**config.mk**
```make
export PLATFORM = sky130hd
export DESIGN_NAME = caption_cue_formatter_top
export DESIGN_NICKNAME = d
export VERILOG_FILES = /design/src/hdl/ccf_pkg.sv /design/src/hdl/ccf_front.sv /design/src/hdl/ccf_fifo.sv /design/src/hdl/ccf_back.sv /design/src/hdl/caption_cue_formatter_top.sv
export SDC_FILE = /design/constraint.sdc
export NUM_CORES = 1
export LEC_CHECK = 0
export BUFFER_PORTS_ARGS = -buffer_cell sky130_fd_sc_hd__buf_2
export CAP_MARGIN = 25
export CORE_UTILIZATION = 35
export CTS_CLUSTER_SIZE = 16
export DETAILED_ROUTE_END_ITERATION = 16
export GPL_TIMING_DRIVEN = 0
export HOLD_SLACK_MARGIN = 0.12
export PLACE_DENSITY_LB_ADDON = 0.1
export SLEW_MARGIN = 20
export SYNTH_ARGS = -nofsm -noshare
export SYNTH_HDL_FRONTEND = slang
export SYNTH_MEMORY_MAX_BITS = 65536
export SYNTH_SLANG_ARGS = --single-unit
export TNS_END_PERCENT = 100
```
**constraint.sdc**
```tcl
create_clock -name clk -period 11.1 [get_ports clk]
set_input_delay 1.11 -clock clk [delete_from_list [all_inputs] [get_ports clk]]
set_output_delay 1.11 -clock clk [all_outputs]
set_load 0.01 [all_outputs]
```
**src/hdl/ccf_pkg.sv**
```systemverilog
package ccf_pkg;

  localparam int TIME_W = 41;
  localparam int MS_W = 29;
  localparam int QDEPTH = 4;
  localparam int QPTR_W = 2;
  localparam int QCNT_W = 3;
  localparam int POS_W = 5;

  localparam logic [MS_W-1:0] TIME_MAX_MS = 29'd359999999;

  localparam logic MODE_TIMING = 1'b0;
  localparam logic MODE_TEXT = 1'b1;

  localparam logic [7:0] CH_0 = 8'h30;
  localparam logic [7:0] CH_COLON = 8'h3A;
  localparam logic [7:0] CH_DOT = 8'h2E;
  localparam logic [7:0] CH_SPACE = 8'h20;
  localparam logic [7:0] CH_DASH = 8'h2D;
  localparam logic [7:0] CH_GT = 8'h3E;
  localparam logic [7:0] CH_NL = 8'h0A;
  localparam logic [7:0] CH_AMP = 8'h26;
  localparam logic [7:0] CH_G = 8'h67;
  localparam logic [7:0] CH_T = 8'h74;
  localparam logic [7:0] CH_SEMI = 8'h3B;

  // positions within the timing line
  localparam logic [POS_W-1:0] POS_END_RELOAD = 5'd16;
  localparam logic [POS_W-1:0] POS_END_TIME = 5'd17;
  localparam logic [POS_W-1:0] POS_END_TIME_LAST = 5'd28;
  localparam logic [POS_W-1:0] POS_LINE_END = 5'd29;
  localparam logic [POS_W-1:0] POS_CUE_END = 5'd31;
  localparam logic [POS_W-1:0] POS_TIME_LEN = 5'd12;

  typedef enum logic [1:0] {
    BODY_NONE = 2'd0,
    BODY_BYTE = 2'd1,
    BODY_ENT  = 2'd2
  } body_t;

  typedef struct packed {
    logic            is_timing;
    logic [MS_W-1:0] from_ms;
    logic [MS_W-1:0] end_ms;
    logic            empty;
    logic [1:0]      lead;
    body_t           body;
    logic [7:0]      text;
    logic [1:0]      trail;
    logic            fin;
  } cmd_t;

  typedef struct packed {
    logic valid;
    cmd_t cmd;
  } push_t;

  typedef struct packed {
    logic full;
    logic empty;
  } q_stat_t;

  typedef struct packed {
    logic [1:0] held;
  } front_stat_t;

  typedef struct packed {
    logic idle;
  } back_stat_t;

  typedef struct packed {
    logic       is_digit;
    logic [3:0] idx;
    logic [7:0] ch;
  } pos_info_t;

  typedef logic [9:0][MS_W-1:0] thr_row_t;

  // one HH:MM:SS.mmm field, q = 0..11
  function automatic pos_info_t time_char(input logic [3:0] q);
    pos_info_t r;
    r.is_digit = 1'b1;
    r.idx = 4'd0;
    r.ch = CH_SPACE;
    case (q)
      4'd0: r.idx = 4'd0;
      4'd1: r.idx = 4'd1;
      4'd2: begin
        r.is_digit = 1'b0;
        r.ch = CH_COLON;
      end
      4'd3: r.idx = 4'd2;
      4'd4: r.idx = 4'd3;
      4'd5: begin
        r.is_digit = 1'b0;
        r.ch = CH_COLON;
      end
      4'd6: r.idx = 4'd4;
      4'd7: r.idx = 4'd5;
      4'd8: begin
        r.is_digit = 1'b0;
        r.ch = CH_DOT;
      end
      4'd9: r.idx = 4'd6;
      4'd10: r.idx = 4'd7;
      4'd11: r.idx = 4'd8;
      default: r.is_digit = 1'b0;
    endcase
    return r;
  endfunction

  function automatic pos_info_t line_char(input logic [POS_W-1:0] pos);
    pos_info_t r;
    r.is_digit = 1'b0;
    r.idx = 4'd0;
    r.ch = CH_SPACE;
    if (pos < POS_TIME_LEN) begin
      r = time_char(pos[3:0]);
    end else if (pos >= POS_END_TIME && pos <= POS_END_TIME_LAST) begin
      r = time_char(4'(pos - POS_END_TIME));
    end else begin
      case (pos)
        5'd13, 5'd14: r.ch = CH_DASH;
        5'd15: r.ch = CH_GT;
        5'd29, 5'd30, 5'd31: r.ch = CH_NL;
        default: r.ch = CH_SPACE;
      endcase
    end
    return r;
  endfunction

  // multiples 0..9 of the place value of digit idx
  function automatic thr_row_t digit_thr(input logic [3:0] idx);
    thr_row_t r;
    for (int k = 0; k < 10; k++) begin
      case (idx)
        4'd0: r[k] = MS_W'(k * 36000000);
        4'd1: r[k] = MS_W'(k * 3600000);
        4'd2: r[k] = MS_W'(k * 600000);
        4'd3: r[k] = MS_W'(k * 60000);
        4'd4: r[k] = MS_W'(k * 10000);
        4'd5: r[k] = MS_W'(k * 1000);
        4'd6: r[k] = MS_W'(k * 100);
        4'd7: r[k] = MS_W'(k * 10);
        4'd8: r[k] = MS_W'(k);
        default: r[k] = '0;
      endcase
    end
    return r;
  endfunction

endpackage

```
**src/hdl/ccf_front.sv**
```systemverilog
module ccf_front (
  input  logic                               clk,
  input  logic                               rst,
  input  logic                               accept,
  input  logic                               mode,
  input  logic signed [ccf_pkg::TIME_W-1:0]  start_time_ms,
  input  logic signed [ccf_pkg::TIME_W-1:0]  end_time_ms,
  input  logic                               empty_text,
  input  logic [7:0]                         text_byte,
  input  logic                               final_text_byte,
  output ccf_pkg::push_t                     push,
  output ccf_pkg::front_stat_t               stat
);

  logic [1:0] held;
  logic [1:0] held_next;
  ccf_pkg::cmd_t cmd;
  logic is_dash;
  logic is_gt;

  function automatic logic [ccf_pkg::MS_W-1:0] clamp_ms(
    input logic [ccf_pkg::TIME_W-1:0] t
  );
    logic [ccf_pkg::MS_W-1:0] r;
    if (t[ccf_pkg::TIME_W-1]) begin
      r = '0;
    end else if (t > ccf_pkg::TIME_W'(ccf_pkg::TIME_MAX_MS)) begin
      r = ccf_pkg::TIME_MAX_MS;
    end else begin
      r = t[ccf_pkg::MS_W-1:0];
    end
    return r;
  endfunction

  assign is_dash = (text_byte == ccf_pkg::CH_DASH);
  assign is_gt = (text_byte == ccf_pkg::CH_GT);

  always_comb begin
    held_next = held;
    cmd.is_timing = 1'b0;
    cmd.from_ms = clamp_ms(start_time_ms);
    cmd.end_ms = clamp_ms(end_time_ms);
    cmd.empty = empty_text;
    cmd.lead = 2'd0;
    cmd.body = ccf_pkg::BODY_NONE;
    cmd.text = text_byte;
    cmd.trail = 2'd0;
    cmd.fin = 1'b0;
    if (mode == ccf_pkg::MODE_TIMING) begin
      cmd.is_timing = 1'b1;
      held_next = 2'd0;
    end else begin
      if (is_dash && held != 2'd2) begin
        held_next = held + 2'd1;
      end else if (is_dash) begin
        cmd.body = ccf_pkg::BODY_BYTE;
      end else if (is_gt && held == 2'd2) begin
        cmd.lead = 2'd2;
        cmd.body = ccf_pkg::BODY_ENT;
        held_next = 2'd0;
      end else begin
        cmd.lead = held;
        cmd.body = ccf_pkg::BODY_BYTE;
        held_next = 2'd0;
      end
      if (final_text_byte) begin
        cmd.fin = 1'b1;
        cmd.trail = held_next;
        held_next = 2'd0;
      end
    end
  end

  assign push.cmd = cmd;
  assign push.valid = accept && (cmd.is_timing || cmd.fin || cmd.body != ccf_pkg::BODY_NONE);
  assign stat.held = held;

  always_ff @(posedge clk) begin
    if (rst) begin
      held <= 2'd0;
    end else if (accept) begin
      held <= held_next;
    end
  end

endmodule

```
**src/hdl/ccf_fifo.sv**
```systemverilog
module ccf_fifo (
  input  logic               clk,
  input  logic               rst,
  input  ccf_pkg::push_t     push,
  input  logic               pop,
  output ccf_pkg::cmd_t      head,
  output ccf_pkg::q_stat_t   stat
);

  ccf_pkg::cmd_t entries [ccf_pkg::QDEPTH];
  logic [ccf_pkg::QPTR_W-1:0] wr_ptr;
  logic [ccf_pkg::QPTR_W-1:0] rd_ptr;
  logic [ccf_pkg::QCNT_W-1:0] count;
  logic do_push;
  logic do_pop;

  assign stat.full = (count == ccf_pkg::QCNT_W'(ccf_pkg::QDEPTH));
  assign stat.empty = (count == '0);
  assign do_push = push.valid && !stat.full;
  assign do_pop = pop && !stat.empty;
  assign head = entries[rd_ptr];

  always_ff @(posedge clk) begin
    if (do_push) begin
      entries[wr_ptr] <= push.cmd;
    end
  end

  always_ff @(posedge clk) begin
    if (rst) begin
      wr_ptr <= '0;
      rd_ptr <= '0;
      count <= '0;
    end else begin
      if (do_push) begin
        wr_ptr <= wr_ptr + 1'b1;
      end
      if (do_pop) begin
        rd_ptr <= rd_ptr + 1'b1;
      end
      if (do_push && !do_pop) begin
        count <= count + 1'b1;
      end else if (do_pop && !do_push) begin
        count <= count - 1'b1;
      end
    end
  end

endmodule

```
**src/hdl/ccf_back.sv**
```systemverilog
module ccf_back (
  input  logic                  clk,
  input  logic                  rst,
  input  ccf_pkg::cmd_t         head,
  input  ccf_pkg::q_stat_t      qstat,
  output logic                  pop,
  input  logic                  out_stall,
  output logic                  out_valid,
  output logic [7:0]            out_byte,
  output logic                  end_of_item,
  output logic                  end_of_cue,
  output ccf_pkg::back_stat_t   stat
);

  typedef enum logic [5:0] {
    PH_DONE  = 6'b000001,
    PH_TIME  = 6'b000010,
    PH_LEAD  = 6'b000100,
    PH_BODY  = 6'b001000,
    PH_TRAIL = 6'b010000,
    PH_NL    = 6'b100000
  } phase_t;

  phase_t phase, phase_next, ph_after;
  logic [ccf_pkg::POS_W-1:0] pos, pos_next;
  logic [ccf_pkg::MS_W-1:0] rem, rem_next;
  logic [ccf_pkg::MS_W-1:0] end_ms, end_ms_next;
  logic empty, empty_next;
  logic [1:0] lead, lead_next;
  ccf_pkg::body_t body, body_next;
  logic [7:0] text, text_next;
  logic [1:0] ent_cnt, ent_cnt_next;
  logic [1:0] trail, trail_next;
  logic fin, fin_next;
  logic nl_cnt, nl_cnt_next;

  logic emit;
  logic last;
  logic [7:0] byte_c;
  logic eoc_c;
  ccf_pkg::pos_info_t info;
  ccf_pkg::thr_row_t thr;
  logic [3:0] dcnt;

  function automatic phase_t text_phase(
    input logic [1:0] l,
    input ccf_pkg::body_t b,
    input logic [1:0] t,
    input logic f
  );
    phase_t p;
    if (l != 2'd0) begin
      p = PH_LEAD;
    end else if (b != ccf_pkg::BODY_NONE) begin
      p = PH_BODY;
    end else if (t != 2'd0) begin
      p = PH_TRAIL;
    end else if (f) begin
      p = PH_NL;
    end else begin
      p = PH_DONE;
    end
    return p;
  endfunction

  function automatic logic [7:0] ent_char(input logic [1:0] i);
    logic [7:0] c;
    case (i)
      2'd0: c = ccf_pkg::CH_AMP;
      2'd1: c = ccf_pkg::CH_G;
      2'd2: c = ccf_pkg::CH_T;
      default: c = ccf_pkg::CH_SEMI;
    endcase
    return c;
  endfunction

  assign emit = (phase != PH_DONE) && (!out_valid || !out_stall);
  assign info = ccf_pkg::line_char(pos);
  assign thr = ccf_pkg::digit_thr(info.idx);
  assign stat.idle = (phase == PH_DONE);

  // digit of the remaining value at the current place
  always_comb begin
    dcnt = 4'd0;
    for (int k = 1; k < 10; k++) begin
      if (rem >= thr[k]) begin
        dcnt = 4'(k);
      end
    end
  end

  always_comb begin
    ph_after = phase;
    pos_next = pos;
    rem_next = rem;
    end_ms_next = end_ms;
    empty_next = empty;
    lead_next = lead;
    body_next = body;
    text_next = text;
    ent_cnt_next = ent_cnt;
    trail_next = trail;
    fin_next = fin;
    nl_cnt_next = nl_cnt;
    byte_c = ccf_pkg::CH_SPACE;
    eoc_c = 1'b0;

    case (phase)
      PH_TIME: begin
        if (info.is_digit) begin
          byte_c = ccf_pkg::CH_0 + {4'd0, dcnt};
          rem_next = rem - thr[dcnt];
        end else begin
          byte_c = info.ch;
        end
        if (pos == ccf_pkg::POS_END_RELOAD) begin
          rem_next = end_ms;
        end
        eoc_c = (pos == ccf_pkg::POS_CUE_END);
        if (pos == ccf_pkg::POS_CUE_END || (pos == ccf_pkg::POS_LINE_END && !empty)) begin
          ph_after = PH_DONE;
        end else begin
          pos_next = pos + 1'b1;
        end
      end
      PH_LEAD: begin
        byte_c = ccf_pkg::CH_DASH;
        lead_next = lead - 2'd1;
        ph_after = text_phase(lead_next, body, trail, fin);
      end
      PH_BODY: begin
        if (body == ccf_pkg::BODY_ENT && ent_cnt != 2'd3) begin
          byte_c = ent_char(ent_cnt);
          ent_cnt_next = ent_cnt + 2'd1;
        end else begin
          byte_c = (body == ccf_pkg::BODY_ENT) ? ent_char(ent_cnt) : text;
          body_next = ccf_pkg::BODY_NONE;
          ph_after = text_phase(2'd0, ccf_pkg::BODY_NONE, trail, fin);
        end
      end
      PH_TRAIL: begin
        byte_c = ccf_pkg::CH_DASH;
        trail_next = trail - 2'd1;
        ph_after = text_phase(2'd0, ccf_pkg::BODY_NONE, trail_next, fin);
      end
      PH_NL: begin
        byte_c = ccf_pkg::CH_NL;
        if (!nl_cnt) begin
          nl_cnt_next = 1'b1;
        end else begin
          eoc_c = 1'b1;
          ph_after = PH_DONE;
        end
      end
      default: ph_after = PH_DONE;
    endcase

    last = (ph_after == PH_DONE);
    pop = !qstat.empty && (phase == PH_DONE || (emit && last));
    phase_next = emit ? ph_after : phase;

    if (pop) begin
      pos_next = '0;
      rem_next = head.from_ms;
      end_ms_next = head.end_ms;
      empty_next = head.empty;
      lead_next = head.lead;
      body_next = head.body;
      text_next = head.text;
      ent_cnt_next = 2'd0;
      trail_next = head.trail;
      fin_next = head.fin;
      nl_cnt_next = 1'b0;
      phase_next = head.is_timing ? PH_TIME :
                   text_phase(head.lead, head.body, head.trail, head.fin);
    end
  end

  always_ff @(posedge clk) begin
    if (rst) begin
      phase <= PH_DONE;
      out_valid <= 1'b0;
    end else begin
      phase <= phase_next;
      if (emit) begin
        out_valid <= 1'b1;
      end else if (!out_stall) begin
        out_valid <= 1'b0;
      end
    end
  end

  // sequencer state only moves when a byte goes out or a command is loaded
  always_ff @(posedge clk) begin
    if (emit || pop) begin
      pos <= pos_next;
      rem <= rem_next;
      end_ms <= end_ms_next;
      empty <= empty_next;
      lead <= lead_next;
      body <= body_next;
      text <= text_next;
      ent_cnt <= ent_cnt_next;
      trail <= trail_next;
      fin <= fin_next;
      nl_cnt <= nl_cnt_next;
    end
    if (emit) begin
      out_byte <= byte_c;
      end_of_item <= last;
      end_of_cue <= eoc_c;
    end
  end

endmodule

```
**src/hdl/caption_cue_formatter_top.sv**
```systemverilog
// an item is queued, then loaded into the sequencer that registers its bytes
// throughput: one byte per cycle from the byte sequencer while not stalled; a
//   text item giving at most one byte is taken every cycle, a timing item
//   gives 30 bytes (32 with the empty-cue newlines) on the one-byte output port
// a 4-entry command queue lets input transfers continue while a line drains
// reset: synchronous, active high; clears held dashes, queue and output valid
module caption_cue_formatter_top (
  input  logic                               clk,
  input  logic                               rst,
  // input channel
  input  logic                               in_valid,
  output logic                               in_stall,
  input  logic                               mode,
  input  logic signed [ccf_pkg::TIME_W-1:0]  start_time_ms,
  input  logic signed [ccf_pkg::TIME_W-1:0]  end_time_ms,
  input  logic                               empty_text,
  input  logic [7:0]                         text_byte,
  input  logic                               final_text_byte,
  // output channel
  output logic                               out_valid,
  input  logic                               out_stall,
  output logic [7:0]                         out_byte,
  output logic                               end_of_item,
  output logic                               end_of_cue
);

  // front: classifies each item and tracks held dashes
  // queue: decouples classification from byte sequencing
  // back: expands one command into bytes, converting times digit by digit
  ccf_pkg::push_t push;
  ccf_pkg::q_stat_t qstat;
  ccf_pkg::cmd_t head;
  ccf_pkg::front_stat_t fstat;
  ccf_pkg::back_stat_t bstat;
  logic pop;
  logic accept;

  // stall straight from the queue level so it never waits on the back end
  assign in_stall = qstat.full;
  assign accept = in_valid && !in_stall;

  ccf_front u_front (
    .clk             (clk),
    .rst             (rst),
    .accept          (accept),
    .mode            (mode),
    .start_time_ms   (start_time_ms),
    .end_time_ms     (end_time_ms),
    .empty_text      (empty_text),
    .text_byte       (text_byte),
    .final_text_byte (final_text_byte),
    .push            (push),
    .stat            (fstat)
  );

  ccf_fifo u_fifo (
    .clk  (clk),
    .rst  (rst),
    .push (push),
    .pop  (pop),
    .head (head),
    .stat (qstat)
  );

  // back end pops the next command on the same cycle it sends a last byte
  ccf_back u_back (
    .clk         (clk),
    .rst         (rst),
    .head        (head),
    .qstat       (qstat),
    .pop         (pop),
    .out_stall   (out_stall),
    .out_valid   (out_valid),
    .out_byte    (out_byte),
    .end_of_item (end_of_item),
    .end_of_cue  (end_of_cue),
    .stat        (bstat)
  );

  // a cue always closes on a newline that also ends its item
  a_cue_end: assert property (@(posedge clk) disable iff (rst)
    out_valid && end_of_cue |-> end_of_item && out_byte == ccf_pkg::CH_NL)
    else $error("cue end not on a closing newline");

  // never more than two dashes held back
  a_held: assert property (@(posedge clk) disable iff (rst)
    fstat.held != 2'd3)
    else $error("held dash count out of range");

  // an idle sequencer picks up a waiting command right away
  a_pickup: assert property (@(posedge clk) disable iff (rst)
    bstat.idle && !qstat.empty |=> !bstat.idle)
    else $error("queued command not picked up");

  // a full queue means the sequencer is busy
  a_full_busy: assert property (@(posedge clk) disable iff (rst)
    in_stall |-> !bstat.idle)
    else $error("queue full while sequencer idle");

endmodule

```
# After elaboration in Yosys (flattened, before gate mapping)
# Memories as Yosys holds them, arrays and structs flattened. A register that Yosys moved wholly into a read port is not among the register bits.
# Index checks and enable logic that the tools add are counted.
[totals]
register_bits = 108
mem_bits_rw = 300
mem_bits_ro = 3552
inputBits = 97
out_inout_bits = 12
wordCells = 253
mem_count = 10
[memory_table]
columns = ["name", "depth", "word_bits", "rd", "rd_clocked_by_memory_dff", "wr", "line", "source"]
rows = [
  ["(no name shown)", 16, 27, 1, 0, 0, "ccf_pkg.sv:136", "case (idx)"],
  ["(no name shown)", 16, 26, 1, 0, 0, "ccf_pkg.sv:136", ""],
  ["(no name shown)", 16, 26, 1, 0, 0, "ccf_pkg.sv:136", ""],
  ["(no name shown)", 16, 26, 1, 0, 0, "ccf_pkg.sv:136", ""],
  ["(no name shown)", 16, 25, 1, 0, 0, "ccf_pkg.sv:136", ""],
  ["(no name shown)", 16, 23, 1, 0, 0, "ccf_pkg.sv:136", ""],
  ["4 more memories", "--", "--", "--", "--", "--", "--", ""],
]
[op_classes]
n_addsub = 12
order_cmp = 15
n_eq_ne = 49
muxes = 84
n_reduce_logical = 63
[ops]
columns = ["operator", "n"]
rows = [
  [">= comparator 29 bit", 9],
  ["2-to-1 mux 29 bit", 9],
  ["binary-select mux 29 bit (select 4 bit)", 1],
  ["2-to-1 mux 6 bit", 15],
  ["> comparator 41 x 29 -> 1 bit, second input constant", 2],
  ["case mux 4 bit (8 select lines)", 2],
  ["2-to-1 mux 2 bit", 19],
  ["== test 4 x 3 -> 1 bit, second input constant", 8],
  ["== test 4 bit, second input constant", 8],
  ["2-to-1 mux 8 bit", 4],
  ["case mux 8 bit (4 select lines)", 1],
  ["nonzero test 2 bit", 16],
  ["case mux 6 bit (5 select lines)", 1],
  ["subtractor 29 bit", 1],
  ["2-to-1 mux 3 bit", 8],
  ["case mux 7 bit (3 select lines)", 1],
  ["== test 5 bit, second input constant", 4],
  ["2-to-1 mux 4 bit", 5],
  ["case mux 5 bit (2 select lines)", 2],
  ["case mux 6 bit (3 select lines)", 1],
  ["OR reduction 9 bit", 2],
  ["== test 4 x 2 -> 1 bit, second input constant", 4],
  ["== test 8 x 6 -> 1 bit, second input constant", 2],
  ["== test 5 x 4 -> 1 bit, second input constant", 3],
  ["other kinds (39)", 95],
]

# Depth between registers and ports, before layout
# Gate-level depths: netlist of run 1.
# An unclocked memory read counts as a cell.
[logic_depth]
depth_word = 24
depth_mapped = 42
ltp_nobuf = 38

# Cells and area by module
# Synthesis of run 1 repeated with hierarchy kept, for this count alone.
[unflattened]
hier_cells = 2273
hier_area_um2 = 25652.1
[modules_own_cells]
columns = ["mod", "instances", "cells_per_inst", "area_per_inst_um2", "seq_area_each_um2"]
rows = [
  ["ccf_back", 1, 1630, 13163.9, 2902.8],
  ["ccf_fifo", 1, 439, 11280.8, 9188.8],
  ["ccf_front", 1, 203, 1193.6, 40.0],
  ["caption_cue_formatter_top", 1, 1, 13.8, 0.0],
]

# Worst setup path before layout of run 1
# No wires, ideal clock.
[synth_timing]
path_type = "reg-to-reg"
startpoint = "register u_back.pos[0] (netlist name)"
endpoint = "register u_back.rem[25] (netlist name) (data pin)"
setup_ns = 0.254
arrival_ns = 8.579
t_required_ns = 10.846
slack_ns = 2.266
stages_incl_launch_ff = 35
path_buffers = 3
period_less_slack_ns = 8.834
path_cell_list = "edfxtp_1 > inv_1 > ha_1 > clkbuf_1 > clkbuf_1 > nand4_1 > a21oi_1 > a211oi_1 > o22ai_1 > inv_1 > ha_1 > and3_1 > clkbuf_1 > inv_1 > ha_1 > nand2_1 > o21ai_0 > a211o_1 > a221o_1 > a31oi_1 > nand3_1 > nor2_1 > mux4_2 > a221o_1 > ha_1 > o21a_1 > o21ai_0 > a21oi_1 > o311a_1 > a2111oi_0 > or3_1 > nand2b_1 > a211oi_1 > o311ai_0 > o21a_1"
[synth_between]
elab_chain_len = 23
word_cells_on_any_way = 70
classes_between = "add/sub (2); order compare (12); eq/ne (20); mux (21); reduce/logical (6); memory (9)"
[synth_rtl]
columns = ["element", "line", "source"]
rows = [
  ["from (decl)", "ccf_back.sv:25", "logic [ccf_pkg::POS_W-1:0] pos, pos_next;"],
  ["from (signal assigned)", "ccf_back.sv:196", "pos <= pos_next;"],
  ["subtractor 4 x 1 -> 4 bit", "ccf_pkg.sv:120", "r = time_char(4'(pos - POS_END_TIME));"],
  ["== test 4 bit, or another cell as far along", "ccf_pkg.sv:85", "case (q)"],
  ["case mux 4 bit (8 select lines)", "ccf_pkg.sv:85", ""],
  ["2-to-1 mux 5 bit", "ccf_pkg.sv:119", "end else if (pos >= POS_END_TIME && pos <= POS_END_TIME_LAST) begin"],
  ["2-to-1 mux 13 bit", "ccf_pkg.sv:117", "if (pos < POS_TIME_LEN) begin"],
  ["memory (16 x 23 bit)", "--", ""],
  [">= comparator 29 bit", "ccf_back.sv:86", "if (rem >= thr[k]) begin"],
  ["2-to-1 mux 1 bit", "ccf_back.sv:86", ""],
  ["[8 not listed]", "--", ""],
  ["binary-select mux 29 bit (select 4 bit)", "ccf_back.sv:112", "rem_next = rem - thr[dcnt];"],
  ["2-to-1 mux 29 bit (not written as such)", "ccf_back.sv:112", ""],
  ["subtractor 29 bit", "ccf_back.sv:112", ""],
  ["2-to-1 mux 29 bit", "ccf_back.sv:110", "if (info.is_digit) begin"],
  ["2-to-1 mux 29 bit", "ccf_back.sv:116", "if (pos == ccf_pkg::POS_END_RELOAD) begin"],
  ["2-to-1 mux 29 bit", "ccf_back.sv:108", "case (phase)"],
  ["2-to-1 mux 29 bit *", "ccf_back.sv:162", "if (pop) begin"],
  ["net u_back.rem_next, one bit", "ccf_back.sv:26", "logic [ccf_pkg::MS_W-1:0] rem, rem_next;"],
  ["to (signal assigned)", "ccf_back.sv:197", "rem <= rem_next;"],
  ["to (decl)", "ccf_back.sv:26", ""],
]
# The timed path passes the listed nets; every way through them passes the cells marked *. The select of a mux whose other input is x is not followed.
# A chain may end at the register's enable or synchronous reset.

# Final worst setup path of run 1
[layout_timing]
startpoint = "register u_back.pos[2] (netlist name)"
endpoint = "register u_back.rem[25] (netlist name) (data pin)"
# The elaborated chain is that of the path after synthesis.

==> results of run 1 <==
registers in the layout, summed over array words and instances (netlist names), named ones only:
name and count:
u_fifo.entries 300, u_back.end_ms 29, u_back.rem 29, u_back.out_byte 8, u_back.text 8, u_back.phase 6, u_back.pos 5, u_fifo.count 3
u_back.body 2, u_back.ent_cnt 2, u_back.lead 2, u_back.trail 2, u_fifo.rd_ptr 2, u_fifo.wr_ptr 2, u_front.stat 2, u_back.empty 1
u_back.end_of_cue 1, u_back.end_of_item 1, u_back.fin 1, u_back.nl_cnt 1, u_back.out_valid 1
repair_timing:
| action | in CTS | in global routing |
|---|---|---|
| resized for setup | 30 | 19 |
| hold buffers | 0 | 0 |
| pin swaps | 0 | 1 |
| endpoints found under the setup margin | 25 | 14 |
| buffers inserted | 3 | 10 |
| endpoints found under the hold margin | 0 | 0 |
logic make-up (layout without fill, tap and decap cells):
kind of cell / Yosys count / count (layout) / synth area share (%)
DFF: 410 / 410 / 48.6
AOI/OAI and AO/OA: 575 / 575 / 14.3
buffers and inverters: 200 / 401 / 3.10
and+or+nand+nor: 669 / 669 / 13.0
muxes: 107 / 107 / 8.15
xor gates and xnor gates: 29 / 29 / 1.02
adders and majority gates: 235 / 235 / 11.8
synthesized netlist by cell type, drive strengths merged, types with 7 or more instances:
library cell	n	area share, %
a31oi	25	0.63
nand2b	22	0.55
o21ai	124	2.5
nor2	201	3.0
mux2i	23	0.92
o221ai	14	0.49
inv	105	1.6
nor2b	10	0.25
nor3	48	0.96
o211ai	30	0.90
buf	23	0.44
and3	21	0.53
ha	233	12
clkbuf	72	1.1
nand3	52	1.0
a221oi	12	0.42
a21oi	211	4.2
a211oi	37	1.1
nand3b	11	0.33
nand2	163	2.5
mux2	8	0.36
a21o	25	0.75
or3	14	0.35
and2	35	0.88
xnor2	22	0.77
edfxtp	392	47
nand4	27	0.68
xor2	7	0.25
mux4	76	6.9
or4	11	0.33
dfxtp	18	1.4
nor4	21	0.53
nor3b	10	0.30
o22ai	18	0.45
o31ai	14	0.44
o21a	9	0.27
critical path, delay by kind of cell, from the launching register on:
family,cells,cell delay [ns]
flip-flops,1,0.32
AO/OA/AOI/OAI,21,5.02
AND/OR/NAND/NOR,6,1.20
buffers and inverters,9,2.86
adder cells (fa/ha/maj),3,0.98
layer usage:
layer  track usage [%]  wire length [um]  up-vias
met5                 0                22        -
met2              37.6             38500      485
met4              7.52              2910        4
met1              30.0             36500     9540
li1                  -                 -     8959
met3              2.01              3090      137
through the flow:
stage | area [um2] | utilization, % | setup WS [ns]
3_5_place_dp | 26900 | 38.3 | -2.31
4_1_cts | 28400 | 40.3 | 0.00482
6_report | 28500 | 40.6 | 0.437
3_3_place_gp | 26700 | 37.9 | -2.67
2_1_floorplan | 24900 | - | 2.27
5_1_grt | 28500 | 40.6 | 0.0325
placed cells by master (no fill, tap or decap), types with 8 or more instances in the layout:
| master | count |
|---|---|
| clkinv_2 | 8 |
| nor3b_1 | 9 |
| o221ai_1 | 14 |
| nand4_1 | 27 |
| a211oi_1 | 33 |
| a221oi_1 | 10 |
| clkbuf_16 | 45 |
| nor2b_1 | 10 |
| o31ai_1 | 12 |
| buf_4 | 14 |
| o21ai_0 | 118 |
| mux4_2 | 76 |
| xnor2_1 | 22 |
| a21oi_1 | 210 |
| inv_1 | 102 |
| a21o_1 | 25 |
| nor3_1 | 48 |
| mux2_2 | 8 |
| clkbuf_1 | 64 |
| or3_1 | 14 |
| nand3_1 | 51 |
| buf_1 | 14 |
| and3_1 | 21 |
| nor4_1 | 19 |
| clkinv_1 | 9 |
| dfxtp_1 | 18 |
| nor2_1 | 193 |
| and2_1 | 31 |
| a31oi_1 | 23 |
| mux2i_1 | 23 |
| or4_1 | 11 |
| o21a_1 | 8 |
| nand2_1 | 161 |
| edfxtp_1 | 392 |
| nand3b_1 | 11 |
| buf_2 | 116 |
| ha_1 | 232 |
| o22ai_1 | 17 |
| o211ai_1 | 30 |
| nand2b_1 | 22 |
cell type report:
class | count | area [um2] | share of cell area, %
flip-flops and latches | 410 | 12100 | 42.5
repair buffers | 135 | 897 | 3.15
plain buffers | 89 | 365 | 1.28
clock buffers | 49 | 1140 | 4.00
multi-input cells | 1615 | 12200 | 42.8
clock inverters | 23 | 179 | 0.628
inverters | 105 | 405 | 1.42
well taps | 940 | 1180 | 4.12
final timing paths:
kind                            depth (start not counted)                            to  slack [ns]
worst min register to register                          2  u_fifo.count[2]$_SDFFE_PP0P_        0.52
worst max-delay path                                   39      u_back.rem[25]$_DFFE_PP_        0.44
worst max register to register                         39      u_back.rem[25]$_DFFE_PP_        0.44
worst min-delay path                                    2  u_fifo.count[2]$_SDFFE_PP0P_        0.52
==> out/metrics.csv, run 1 <==
metric,value,unit
outcome,finished clean,
r2r-start,u_back.pos[2]$_SDFFCE_PP0P_,
min_from,u_fifo.count[2]$_SDFFE_PP0P_,
synth_edf_count,392,
slowest_stage,a2111oi_2,
start_kind,register,
grt_pass1_wl,120000,um
avgViaCountPerCell,5.68,
cp_data_arrival_time,10.98,ns
dp_hpwl,62200,um
finalHoldViolCount,0,
die_area,72300,um2
antenna_cells,0,
fillCellCount,6850,
fin_cells,3366,
cts_tree,yes,
synth_area_per_cell,11.2,um2
num_rows,97,
tns,0,ns
grt_pass1_vias,18800,
wire_per_inst,24.1,um
syn2layout_area_growth,14.3,%
yosys_warnings,0,
syn_area,24900,um2
dp.cells,3284,
layout-drive-gt1-share,14.1,%
yosys_register_bits,410,
holdWs,0.523,ns
finalSetupViolCount,0,
fmax,0.0938,GHz
relSlewSlack,29.8,%
grt_overflow,0,
rsz0062_at_grt,false,
yosysSeqAreaShare,48.6,%
start_util,35.5,%
io_pins,109,
cp.required,11.42,ns
syn-num-nets,2557,
fin_crit,10.66,ns
port_buffers,107,
min_period_over_period,96.1,%
wirelength,81000,um
htreeDepth,2,
crit_type,register to register,
grt_max_degree,43,
gp_congestion,0.956,
grtUsageTotal,22.3,%
crit_path_end_kind,register,
tightest_slew,1.05,ns
slowest_delay,0.52,ns
antenna_found_initial,3,
first_iter_violations,1271,
maxCapViolCount,0,
cts_buffers,43,
clock_skew,0.0162,ns
cts_buffer_depth,3,
antenna_left,0,
post-route-drc-count,0,
synthCells,2225,
clk_pin_slew,0.06,ns
clockRootBuffer,clkbuf_16,
yosys_most_used_dff,edfxtp_1,
critPathLaunch,u_back.pos[2]$_SDFFCE_PP0P_,
hold_class,register to register,
cts.sinks,410,
ys_async_sr_fraction,0,%
coreArea,70300,um2
first_pass_iters,5,
worstPathMaxFanout,11,
die_w,269,um
clk_latency,0.57,ns
yosysUniqueCellTypes,73,
layout.nets,2731,
maxSlewViolCount,0,
via_count,19100,
die_h,269,um
Power of run 1 is left out: the tool's default activity adds up to more than one toggle a clock period on the data nets, which glitch-free logic cannot reach.
==> run 2, diff against run 1 <==
clock period = 11.7 ns   (was 11.1 ns; I/O delays follow)
==> run 2 against run 1 <==
Against the previous run: first-iteration DRC count about the same; via count about the same; utilization down 0.11 points; global-route usage about the same; wire length about the same; sequential cell count unchanged; non-clock buffer count down 2; maximum frequency down 5.1%; critical endpoint is now u_back.rem[28]$_DFFE_PP_.
==> out/metrics.csv, run 2 (synthesis results as in run 1) <==
metric,value,unit,change
outcome,finished clean,,
clk_pin_slew,0.06,ns,about the same
antenna_cells,0,,unchanged
grtUsageTotal,22.3,%,about the same
layout-drive-gt1-share,13.5,%,-0.65 points
wire_per_inst,24.1,um,about the same
min_period_over_period,96.1,%,about the same
die_h,269,um,unchanged
final_common_cell,edfxtp_1,,
coreArea,70300,um2,unchanged
clock_skew,0.0158,ns,-0.000314 ns
grt_overflow,0,,unchanged
ctsHoldBuffers,0,,unchanged
io_pins,109,,unchanged
die_area,72300,um2,unchanged
crit_buf_inv,8,,-1
grt_pass1_wl,120000,um,-0.14%
worstPathMaxFanout,12,,+1
most-common-layout-cells,"edfxtp_1, ha_1, a21oi_1",,
grt_pass1_vias,18700,,-0.36%
topRoutingLayerUsed,met5,,
finalHoldViolCount,0,,unchanged
wl_met2,38800,um,+0.77%
crit_path_end_kind,register,,
cts_buffer_depth,3,,unchanged
port_buffers,107,,unchanged
clk_latency,0.57,ns,about the same
rsz0062_at_grt,false,,
antenna_left,0,,unchanged
gp_congestion,0.956,,unchanged
crit_type,register to register,,
fin_crit,11.24,ns,+0.578 ns
slowest_delay,0.55,ns,+0.03 ns
hold_class,register to register,,
final_util,40.5,%,-0.11 points
dp_hpwl,62200,um,unchanged
slowest_stage,a2111oi_0,,
largest_register,u_fifo.entries,,
post-route-drc-count,0,,unchanged
via_count,19100,,-0.031%
clockRootBuffer,clkbuf_16,,
largest_reg_flops,300,,unchanged
start_util,35.5,%,unchanged
num_rows,97,,unchanged
cts.sinks,410,,unchanged
syn2layout_area_growth,14.0,%,
die_w,269,um,unchanged
wl_met1,36200,um,-0.66%
layout.nets,2729,,-0.073%
maxCapViolCount,0,,unchanged
tightest_slew,1.07,ns,+0.0242 ns
antenna_found_initial,3,,unchanged
fmax,0.0890,GHz,-5.1%
finalSetupViolCount,0,,unchanged
relSlewSlack,28.2,%,-1.6 points
maxSlewViolCount,0,,unchanged
first_pass_iters,5,,unchanged
r2r_slack,0.46,ns,+0.02 ns
avgViaCountPerCell,5.68,,about the same
wirelength,81000,um,about the same
htreeDepth,2,,unchanged
cp.required,12.05,ns,+0.63 ns
cp_data_arrival_time,11.59,ns,+0.61 ns
largestRegisters,"u_fifo.entries (300), u_back.end_ms (29), u_back.rem (29)",,
fillCellCount,6868,,+0.26%
cts_buffers,43,,unchanged
path_delay_family,compound AO/OA/AOI/OAI gates,,
grt_max_degree,43,,unchanged
first_iter_violations,1270,,-0.079%
cts_tree,yes,,
start_kind,register,,
wl_met3,3390,um,+9.7%
==> run 2: path summary, 6_finish.rpt <==
check,depth (start not counted),from,end
worst max-delay path,33,u_back.pos[3]$_SDFFCE_PP0P_,u_back.rem[28]$_DFFE_PP_
worst min-delay path,2,u_fifo.count[2]$_SDFFE_PP0P_,u_fifo.count[2]$_SDFFE_PP0P_
worst max register to register,33,u_back.pos[3]$_SDFFCE_PP0P_,u_back.rem[28]$_DFFE_PP_
worst min register to register,2,u_fifo.count[2]$_SDFFE_PP0P_,u_fifo.count[2]$_SDFFE_PP0P_
==> run 2: cell type report <==
class                      instances  area, um2  share of cell area, %
buffer                            94        384                   1.35
clock buffer                      49       1140                   4.01
clock inverter                    23        179                  0.629
inverter                         105        402                   1.41
multi-input combinational       1615      12200                   42.8
sequential                       410      12100                   42.7
tap                              940       1180                   4.14
timing repair buffer             128        845                   2.97
==> run 2: timing repair <==
action                     in CTS  in global routing
cloned                          0                  0
buffers inserted                1                  5
setup endpoints to repair      20                 12
resized for setup              17                 20
pin swaps                       0                  0
==> run 2: metal layers <==
layer  track usage (%)  up-vias
li1                  -     8958
met1              30.0     9482
met2              37.7      548
met3              2.01      127
met4              7.13        4
met5                 0        -
==> run 2: tightest hold or removal path, cell delays in order, from the launching register on <==
cell and delay, ns:
dfxtp_1 0.33, o21ai_0 0.08, a21oi_1 0.06
==> run 2: per-stage QoR <==
step	setup slack (ns)	hold slack [ns]	TNS [ns]	cell area (um2)	cells
after CTS	0.0403	0.528	0	28300	3356
after global routing	0.0558	0.550	0	28400	3364
after floorplan	2.87	0.472	0	24900	2225
after detailed placement	-1.71	0.516	-15.46	26900	3284
final	0.459	0.524	0	28400	3364
after global placement	-2.07	0.486	-23.30	26700	3272
Power of run 2 is left out for the same reason.
